## config.mk

```make
export PLATFORM = sky130hd
export DESIGN_NAME = hdlc_deframer_crc16_unit
export DESIGN_NICKNAME = d
export VERILOG_FILES = /design/src/hw/rtl/hdcrc_pkg.sv /design/src/hw/rtl/hdlc_deframer_crc16_unit.sv /design/src/hw/rtl/hdcrc_front.sv /design/src/hw/rtl/hdcrc_queue.sv /design/src/hw/rtl/hdcrc_back.sv
export SDC_FILE = /design/constraint.sdc
export NUM_CORES = 1
export LEC_CHECK = 0
export BUFFER_PORTS_ARGS = -buffer_cell sky130_fd_sc_hd__buf_2
export CORE_ASPECT_RATIO = 1.2
export CORE_MARGIN = 2
export CORE_UTILIZATION = 40
export CTS_BUF_LIST = sky130_fd_sc_hd__clkbuf_4 sky130_fd_sc_hd__clkbuf_8 sky130_fd_sc_hd__clkbuf_16
export DETAILED_ROUTE_END_ITERATION = 6
export GPL_ROUTABILITY_DRIVEN = 0
export GPL_TIMING_DRIVEN = 0
export MAX_ROUTING_LAYER = met4
export SETUP_SLACK_MARGIN = 0.05
export SYNTH_ARGS = -nofsm -noshare
export SYNTH_HDL_FRONTEND = slang
export SYNTH_SLANG_ARGS = --single-unit
```

## constraint.sdc

```tcl
create_clock -name clock -period 3.5 [get_ports clock]
set_input_delay 0 -clock clock [delete_from_list [all_inputs] [get_ports clock]]
set_output_delay 0 -clock clock [all_outputs]
set_load 0.01 [all_outputs]
```

## src/hw/rtl/hdcrc_pkg.sv

```systemverilog
`timescale 1ns / 1ps

package hdcrc_pkg;

   localparam int unsigned LEN_WIDTH_DEFAULT = 16;

   localparam logic [7:0]  FLAG_BYTE = 8'h7E;
   localparam logic [7:0]  ESC_BYTE  = 8'h7D;
   localparam logic [7:0]  ESC_MASK  = 8'h20;
   localparam logic [15:0] CRC_INIT  = 16'hFFFF;
   localparam logic [15:0] CRC_XOROUT = 16'hFFFF;
   localparam logic [15:0] CRC_POLY  = 16'h8408;
   localparam logic [15:0] CRC_GOOD_RESIDUE = 16'hF0B8;
   localparam logic [15:0] MAX_RAW_LEN_RESET = 16'hFFFF;

   localparam int unsigned QUEUE_DEPTH = 2;
   localparam int unsigned QPTR_W = (QUEUE_DEPTH > 1) ? $clog2(QUEUE_DEPTH) : 1;
   localparam int unsigned QCNT_W = $clog2(QUEUE_DEPTH + 1);

   // Frame status codes.
   localparam logic [1:0] ST_OK      = 2'd0;
   localparam logic [1:0] ST_CRC_ERR = 2'd1;
   localparam logic [1:0] ST_SHORT   = 2'd2;
   localparam logic [1:0] ST_LONG    = 2'd3;

   // One entry between front and back. For an end entry, pre_status is
   // ST_LONG or ST_SHORT when the length already decides, else ST_OK and the
   // back end checks the CRC against fcs.
   typedef struct packed {
      logic        is_end;
      logic [7:0]  data;
      logic [1:0]  pre_status;
      logic [15:0] fcs;
   } entry_type;

   // Reflected CRC-16/X.25 update over one byte.
   function automatic logic [15:0] crc16_byte(input logic [15:0] crc, input logic [7:0] b);
      logic [15:0] c;
      c = crc ^ {8'h00, b};
      for (int k = 0; k < 8; k++) begin
         c = c[0] ? ((c >> 1) ^ CRC_POLY) : (c >> 1);
      end
      return c;
   endfunction

endpackage

```

## src/hw/rtl/hdlc_deframer_crc16_unit.sv

```systemverilog
`timescale 1ns / 1ps

// Channel  Direction  Handshake               Payload
// req      in         req_valid / req_stall   req_rx_byte
// rsp      out        rsp_valid / rsp_stall   rsp_data_byte, rsp_frame_end,
//                                             rsp_frame_status, rsp_payload_len
// csr      in         csr_wr_en               csr_wr_data (max_raw_len)
//
// One raw byte is taken every cycle while req_stall is low; the beat it causes, if any,
// is presented from the back end's output register: the front end writes the queue at
// the accepting edge and the back end registers the result, CRC byte step included, on pop.
// The CRC byte update in the back end is combinational, which sets that rate.
// Synchronous reset restores max_raw_len to 65535 and restarts the deframer;
// no clearing pass is needed.
// A two-entry queue lets the front keep taking bytes while rsp is stalled, and
// req_stall rises only once that queue is full.

module hdlc_deframer_crc16_unit
   import hdcrc_pkg::*;
#(
   parameter int unsigned LEN_WIDTH = LEN_WIDTH_DEFAULT
) (
   input  logic        clock,
   input  logic        reset,
   input  logic        req_valid,
   output logic        req_stall,
   input  logic [7:0]  req_rx_byte,
   output logic        rsp_valid,
   input  logic        rsp_stall,
   output logic [7:0]  rsp_data_byte,
   output logic        rsp_frame_end,
   output logic [1:0]  rsp_frame_status,
   output logic [15:0] rsp_payload_len,
   input  logic        csr_wr_en,
   input  logic [15:0] csr_wr_data
);

   logic      q_full, q_push, q_pop, q_not_empty;
   entry_type q_push_entry, q_pop_entry;

   hdcrc_front #(
      .LEN_WIDTH(LEN_WIDTH)
   ) u_front (
      .clock       (clock),
      .reset       (reset),
      .req_valid   (req_valid),
      .req_stall   (req_stall),
      .req_rx_byte (req_rx_byte),
      .csr_wr_en   (csr_wr_en),
      .csr_wr_data (csr_wr_data),
      .q_full      (q_full),
      .q_push      (q_push),
      .q_push_entry(q_push_entry)
   );

   hdcrc_queue u_queue (
      .clock     (clock),
      .reset     (reset),
      .push      (q_push),
      .push_entry(q_push_entry),
      .full      (q_full),
      .pop       (q_pop),
      .not_empty (q_not_empty),
      .pop_entry (q_pop_entry)
   );

   hdcrc_back #(
      .LEN_WIDTH(LEN_WIDTH)
   ) u_back (
      .clock           (clock),
      .reset           (reset),
      .q_not_empty     (q_not_empty),
      .q_entry         (q_pop_entry),
      .q_pop           (q_pop),
      .rsp_valid       (rsp_valid),
      .rsp_stall       (rsp_stall),
      .rsp_data_byte   (rsp_data_byte),
      .rsp_frame_end   (rsp_frame_end),
      .rsp_frame_status(rsp_frame_status),
      .rsp_payload_len (rsp_payload_len)
   );

endmodule

```

## src/hw/rtl/hdcrc_front.sv

```systemverilog
`timescale 1ns / 1ps

module hdcrc_front
   import hdcrc_pkg::*;
#(
   parameter int unsigned LEN_WIDTH = LEN_WIDTH_DEFAULT
) (
   input  logic        clock,
   input  logic        reset,
   input  logic        req_valid,
   output logic        req_stall,
   input  logic [7:0]  req_rx_byte,
   input  logic        csr_wr_en,
   input  logic [15:0] csr_wr_data,
   input  logic        q_full,
   output logic        q_push,
   output entry_type   q_push_entry
);

   localparam int unsigned CMP_W = (LEN_WIDTH > 16) ? LEN_WIDTH : 16;
   localparam logic [LEN_WIDTH-1:0] LEN_MAX = {LEN_WIDTH{1'b1}};

   logic [15:0]          max_raw_len_ff, max_raw_len_in;
   logic                 escape_ff, escape_in;
   logic [1:0]           dcount_ff, dcount_in;
   logic [7:0]           d0_ff, d0_in, d1_ff, d1_in;
   logic [LEN_WIDTH-1:0] raw_ff, raw_in;

   logic                 accept;
   logic                 is_flag;
   logic [7:0]           b;
   logic                 have_byte;
   logic [CMP_W-1:0]     raw_ext, max_ext;

   assign req_stall = q_full;
   assign accept    = req_valid && !req_stall;
   assign is_flag   = (req_rx_byte == FLAG_BYTE);
   assign raw_ext   = CMP_W'(raw_ff);
   assign max_ext   = CMP_W'(max_raw_len_ff);

   always_comb begin
      max_raw_len_in = csr_wr_en ? csr_wr_data : max_raw_len_ff;
      escape_in      = escape_ff;
      dcount_in      = dcount_ff;
      d0_in          = d0_ff;
      d1_in          = d1_ff;
      raw_in         = raw_ff;
      b              = req_rx_byte;
      have_byte      = 1'b0;
      q_push         = 1'b0;
      q_push_entry   = '0;

      if (accept) begin
         if (is_flag) begin
            q_push              = 1'b1;
            q_push_entry.is_end = 1'b1;
            q_push_entry.fcs    = {d1_ff, d0_ff};
            priority if (raw_ext >= max_ext) begin
               q_push_entry.pre_status = ST_LONG;
            end else if (raw_ff <= LEN_WIDTH'(2) || dcount_ff < 2'd2) begin
               q_push_entry.pre_status = ST_SHORT;
            end else begin
               q_push_entry.pre_status = ST_OK;
            end
            escape_in = 1'b0;
            dcount_in = 2'd0;
            raw_in    = '0;
         end else begin
            raw_in = (raw_ff == LEN_MAX) ? LEN_MAX : raw_ff + LEN_WIDTH'(1);
            priority if (escape_ff) begin
               b         = req_rx_byte ^ ESC_MASK;
               escape_in = 1'b0;
               have_byte = 1'b1;
            end else if (req_rx_byte == ESC_BYTE) begin
               escape_in = 1'b1;
            end else begin
               have_byte = 1'b1;
            end
         end
      end

      if (have_byte) begin
         priority if (dcount_ff == 2'd0) begin
            d0_in     = b;
            dcount_in = 2'd1;
         end else if (dcount_ff == 2'd1) begin
            d1_in     = b;
            dcount_in = 2'd2;
         end else begin
            // The older held byte leaves as payload.
            q_push            = 1'b1;
            q_push_entry.data = d0_ff;
            d0_in             = d1_ff;
            d1_in             = b;
         end
      end
   end

   always_ff @(posedge clock) begin
      if (reset) begin
         max_raw_len_ff <= MAX_RAW_LEN_RESET;
         escape_ff      <= 1'b0;
         dcount_ff      <= 2'd0;
         raw_ff         <= '0;
      end else begin
         max_raw_len_ff <= max_raw_len_in;
         escape_ff      <= escape_in;
         dcount_ff      <= dcount_in;
         raw_ff         <= raw_in;
      end
   end

   always_ff @(posedge clock) begin
      d0_ff <= d0_in;
      d1_ff <= d1_in;
   end

   a_flag_clears_escape: assert property (@(posedge clock) disable iff (reset)
      (accept && is_flag) |=> (!escape_ff && dcount_ff == 2'd0))
      else $error("delimiter did not restart the deframer");

   a_no_push_when_full: assert property (@(posedge clock) disable iff (reset)
      q_push |-> !q_full)
      else $error("push into a full queue");

endmodule

```

## src/hw/rtl/hdcrc_queue.sv

```systemverilog
`timescale 1ns / 1ps

module hdcrc_queue
   import hdcrc_pkg::*;
(
   input  logic      clock,
   input  logic      reset,
   input  logic      push,
   input  entry_type push_entry,
   output logic      full,
   input  logic      pop,
   output logic      not_empty,
   output entry_type pop_entry
);

   entry_type             slot_ff [QUEUE_DEPTH];
   logic [QPTR_W-1:0]     wr_ptr_ff, wr_ptr_in;
   logic [QPTR_W-1:0]     rd_ptr_ff, rd_ptr_in;
   logic [QCNT_W-1:0]     count_ff, count_in;
   logic                  do_push, do_pop;

   assign full      = (count_ff == QCNT_W'(QUEUE_DEPTH));
   assign not_empty = (count_ff != '0);
   assign do_push   = push && !full;
   assign do_pop    = pop && not_empty;
   assign pop_entry = slot_ff[rd_ptr_ff];

   always_comb begin
      wr_ptr_in = wr_ptr_ff;
      rd_ptr_in = rd_ptr_ff;
      count_in  = count_ff;
      if (do_push) begin
         wr_ptr_in = (wr_ptr_ff == QPTR_W'(QUEUE_DEPTH - 1)) ? '0 : wr_ptr_ff + QPTR_W'(1);
      end
      if (do_pop) begin
         rd_ptr_in = (rd_ptr_ff == QPTR_W'(QUEUE_DEPTH - 1)) ? '0 : rd_ptr_ff + QPTR_W'(1);
      end
      unique case ({do_push, do_pop})
         2'b10:   count_in = count_ff + QCNT_W'(1);
         2'b01:   count_in = count_ff - QCNT_W'(1);
         default: count_in = count_ff;
      endcase
   end

   always_ff @(posedge clock) begin
      if (reset) begin
         wr_ptr_ff <= '0;
         rd_ptr_ff <= '0;
         count_ff  <= '0;
      end else begin
         wr_ptr_ff <= wr_ptr_in;
         rd_ptr_ff <= rd_ptr_in;
         count_ff  <= count_in;
      end
   end

   always_ff @(posedge clock) begin
      if (do_push) begin
         slot_ff[wr_ptr_ff] <= push_entry;
      end
   end

   a_count_bound: assert property (@(posedge clock) disable iff (reset)
      count_ff <= QCNT_W'(QUEUE_DEPTH))
      else $error("queue count beyond depth");

endmodule

```

## src/hw/rtl/hdcrc_back.sv

```systemverilog
`timescale 1ns / 1ps

module hdcrc_back
   import hdcrc_pkg::*;
#(
   parameter int unsigned LEN_WIDTH = LEN_WIDTH_DEFAULT
) (
   input  logic        clock,
   input  logic        reset,
   input  logic        q_not_empty,
   input  entry_type   q_entry,
   output logic        q_pop,
   output logic        rsp_valid,
   input  logic        rsp_stall,
   output logic [7:0]  rsp_data_byte,
   output logic        rsp_frame_end,
   output logic [1:0]  rsp_frame_status,
   output logic [15:0] rsp_payload_len
);

   localparam logic [LEN_WIDTH-1:0] LEN_MAX = {LEN_WIDTH{1'b1}};

   logic [15:0]          crc_ff, crc_in;
   logic [LEN_WIDTH-1:0] pcount_ff, pcount_in;
   logic                 valid_ff, valid_in;
   logic [7:0]           data_ff, data_in;
   logic                 end_ff, end_in;
   logic [1:0]           status_ff, status_in;
   logic [15:0]          len_ff, len_in;
   logic [LEN_WIDTH+15:0] pcount_ext;

   assign q_pop      = q_not_empty && (!valid_ff || !rsp_stall);
   assign pcount_ext = {16'h0000, pcount_ff};

   always_comb begin
      crc_in    = crc_ff;
      pcount_in = pcount_ff;
      valid_in  = valid_ff && rsp_stall;
      data_in   = data_ff;
      end_in    = end_ff;
      status_in = status_ff;
      len_in    = len_ff;
      if (q_pop) begin
         valid_in = 1'b1;
         if (q_entry.is_end) begin
            data_in = 8'h00;
            end_in  = 1'b1;
            len_in  = pcount_ext[15:0];
            if (q_entry.pre_status != ST_OK) begin
               status_in = q_entry.pre_status;
            end else begin
               status_in = (q_entry.fcs == (crc_ff ^ CRC_XOROUT)) ? ST_OK : ST_CRC_ERR;
            end
            crc_in    = CRC_INIT;
            pcount_in = '0;
         end else begin
            data_in   = q_entry.data;
            end_in    = 1'b0;
            status_in = ST_OK;
            len_in    = 16'h0000;
            crc_in    = crc16_byte(crc_ff, q_entry.data);
            pcount_in = (pcount_ff == LEN_MAX) ? LEN_MAX : pcount_ff + LEN_WIDTH'(1);
         end
      end
   end

   always_ff @(posedge clock) begin
      if (reset) begin
         crc_ff    <= CRC_INIT;
         pcount_ff <= '0;
         valid_ff  <= 1'b0;
      end else begin
         crc_ff    <= crc_in;
         pcount_ff <= pcount_in;
         valid_ff  <= valid_in;
      end
   end

   always_ff @(posedge clock) begin
      data_ff   <= data_in;
      end_ff    <= end_in;
      status_ff <= status_in;
      len_ff    <= len_in;
   end

   assign rsp_valid        = valid_ff;
   assign rsp_data_byte    = data_ff;
   assign rsp_frame_end    = end_ff;
   assign rsp_frame_status = status_ff;
   assign rsp_payload_len  = len_ff;

   a_end_restarts_crc: assert property (@(posedge clock) disable iff (reset)
      (q_pop && q_entry.is_end) |=> (crc_ff == CRC_INIT && pcount_ff == '0))
      else $error("frame end did not restart CRC and count");

   // A frame that passes its check leaves the well-known X.25 residue.
   a_ok_residue: assert property (@(posedge clock) disable iff (reset)
      (q_pop && q_entry.is_end && q_entry.pre_status == ST_OK && status_in == ST_OK)
      |-> (crc16_byte(crc16_byte(crc_ff, q_entry.fcs[7:0]), q_entry.fcs[15:8])
           == CRC_GOOD_RESIDUE))
      else $error("accepted frame without the good CRC residue");

endmodule
```

==> out/metrics.csv <==
metric,value,unit
f_max,348,MHz
Clock Sinks,170,
share of post-route cells with drive strength above 1,15.7,%
asr flop ratio synth,0,%
gr ovfl total,0,
Synth Area in Compound Gates,11.7,%
crit path kind,reg2reg,
synth-to-layout area growth,18.9,%
VDD IR max,0.000486,V
crit path time final,2.87,ns
Tot GR Track Use,17.7,%
reg2reg path depth,9,
max cap viols,0,
status,completed,
Fillers,1792,
Starting Density,40.8,%
IO Port Bufs,56,
post-DP HPWL,11900,um
met2 usage,28.4,%
clk slew on worst S/H paths,0.06,ns
simple logic cell fraction of the synthesized area,15.3,%
first-pass GRT wire length,27400,um
# Post-CTS Setup Buffers,0,
Setup WS post-layout,0.627,ns
cell row count,55,
"Primary FF master, synth",edfxtp_1,
WL/cell,15.9,um
Overall Power,6.01,mW
htree depth,4,
WL final,16700,um
Setup crit end kind,flip-flop,
vias in the first global route,5581,
total CTS buffers,17,
pwr dens,658,nW/um^2
largest cells by area after synthesis,"edfxtp_1 38%, dfxtp_1 19%, xnor2_1 4.0%",
number of diodes,0,
Root Driver,clkbuf_16,
antenna violation net count after detailed routing,0,
synthesis-stage register bit count,170,
cell taking the most area after synthesis,edfxtp_1,
post-cts sizing count,0,
Yosys top cell area share,37.9,%
largest net degree at the start of global routing,38,
hold path depth,4,
Fin Setup TNS,0,ns
clock skew,0.0110,ns
GR peak layer,met2,
largest family of logic cells by synthesized area,simple AND/OR/NAND/NOR gates,
"Seq/Total Area, Yosys",56.9,%
Unique masters post-synth,61,
final std cells w/o fill,1048,
HP Class,in2reg,
RSZ-0062 raised after global routing,false,
critical path peak fanout,15,
post-synthesis adder-cell area fraction,3.26,%
Die W,131,um
worst-case clock buffer depth,2,
met3 Resource Use GR,3.05,%
cell total after placement,991,
fin. max-slew vios,0,
Syn. warnings,0,
clock latency on the worst-skew pair,0.43,ns
CP max stage delay,0.57,ns
XOR/XNOR share of the synthesized area,5.01,%
number of synthesized flops with an enable pin,97,
DRC violations left,0,
WP data arrival,3.01,ns
required time of the critical path,3.64,ns
GR Util met1,21.4,%
syn avg cell area,11.3,um^2
final hold viol count,0,
die area,20300,um^2
syn_nets,727,
Initial DRC Count,474,
Core Box Area,18900,um^2
startpoint types,flip-flop,
worst relative slew slack,30.1,%
synthesized area,7680,um^2
endpoints failing setup,0,
worst-margin pin slew,1.05,ns
CTS tree,yes,
die span in y,156,um
IO Count,58,
mux contribution to synthesized area,4.67,%
pre-CTS setup slack,0.587,ns
Via density,5.32,
"Cell Chain, Critical Path",nand2b_1 -> nand2_1 -> or3_1 -> buf_2 -> inv_2 -> buf_2 -> nor2_1 -> nor2_2 -> buf_8,
first-pass iteration count of the detailed router,6,
Tcrit/Tclk final,82.1,%
via count,5571,
most frequent CP cell,buf_2,
initial antenna violation count,0,
LEAKAGE,3.46,nW
Final nets,829,
gate count of the mapped netlist,678,
Post-CTS Hold Fix Bufs,26,
slowest cell on the critical path,nor2_2,
[state kept, by name, indices dropped and copies added (netlist names), named ones only]
register,flops
u_queue.wr_ptr_ff,1
u_front.escape_ff,1
u_back.crc_ff,16
u_queue.count_ff,2
u_back.rsp_valid,1
u_back.rsp_frame_end,1
u_back.rsp_payload_len,16
u_front.raw_ext,16
u_front.max_ext,16
u_front.d1_ff,8
u_front.d0_ff,8
u_back.rsp_frame_status,2
u_queue.slot_ff,54
u_back.pcount_ff,16
u_back.rsp_data_byte,8
u_front.dcount_ff,2
u_queue.rd_ptr_ff,1
[cell usage in the layout, fill, tap and decap left out, types with 4 or more instances in the layout]
cell	instances
nand3_1	16
nor4_1	5
nor2_1	37
and2_1	41
buf_2	62
dfxtp_1	73
o22ai_1	5
edfxtp_1	97
clkbuf_16	17
or3_1	5
a21oi_1	35
nand2_1	49
ha_1	20
nor2b_1	7
nand2b_1	4
mux2i_1	28
xor2_1	9
inv_6	6
and3_1	8
xnor2_1	35
mux2_2	7
nand4_1	13
a31oi_1	10
a211oi_1	12
o31ai_1	5
o211ai_1	18
nor3_1	14
dlygate4sd3_1	26
o21ai_0	22
clkbuf_1	16
inv_1	23
and4_1	6
[cells in the mapped netlist (6+ instances only)]
| cell | n |
|---|---|
| dfxtp_1 | 73 |
| clkbuf_1 | 17 |
| o211ai_1 | 18 |
| o21ai_0 | 22 |
| mux2_2 | 7 |
| inv_1 | 23 |
| buf_2 | 6 |
| a31oi_1 | 10 |
| a211oi_1 | 12 |
| nor2_1 | 38 |
| ha_1 | 20 |
| xnor2_1 | 35 |
| nor3_1 | 14 |
| nand4_1 | 13 |
| nor2b_1 | 7 |
| and2_1 | 41 |
| a21oi_1 | 35 |
| edfxtp_1 | 97 |
| and3_1 | 8 |
| nand3_1 | 16 |
| and4_1 | 6 |
| nand2_1 | 49 |
| xor2_1 | 9 |
| mux2i_1 | 28 |
[where the power goes]
group	internal [mW]	switching [mW]
Sequential	2.44	0.139
Clock	1.06	0.795
Combinational	0.622	0.950
Total	4.13	1.88
[cell families (layout without fill, tap and decap cells)]
kind of cell,count (synthesis),count (layout)
AND/OR/NAND/NOR,218,218
AO/OA/AOI/OAI,135,135
flip-flops,170,170
XOR/XNOR,44,44
multiplexers,35,35
adder cells (fa/ha/maj),20,20
buffers and inverters,56,170
[worst paths after layout]
path | slack [ns] | endpoint | startpoint
max reg2reg | 0.63 | u_queue.slot_ff[0][21] | u_queue.count_ff[0]
max | 0.63 | u_queue.slot_ff[0][21] | u_queue.count_ff[0]
min reg2reg | 0.50 | u_front.max_ext[4] | u_front.max_ext[4]
min | 0.10 | u_front.raw_ext[4] | req_valid
[final cells by class]
class	count	area [um^2]	area share (%)
Tap cell	256	320	3.50
Inverter	26	97.6	1.07
Clock buffer	18	433	4.74
Sequential cell	170	4370	47.9
Clock inverter	13	141	1.55
Buffer	30	140	1.53
Timing Repair Buffer	83	556	6.08
Multi-Input combinational cell	452	3080	33.7
[critical path: cells and delay by family, from the launching register on]
family / cells / cell delay (ns)
and+or+nand+nor: 5 / 1.42
buffers and inverters: 4 / 0.75
DFF: 1 / 0.41
[metal layers]
| metal | up-vias | wire length [um] |
|---|---|---|
| met5 | - | 0 |
| li1 | 2700 | - |
| met1 | 2653 | 7310 |
| met3 | 49 | 645 |
| met2 | 169 | 8190 |
| met4 | 0 | 529 |
[through the flow]
step	area [um^2]	hold slack (ns)	util [%]
after CTS	9140	0.0521	48.5
after floorplan	7680	0.0989	-
after detailed placement	8300	0.206	44.0
after global placement	8290	0.205	43.9
final	9140	0.103	48.5
after global routing	9140	0.111	48.5
(Power assumes the default switching activity.)
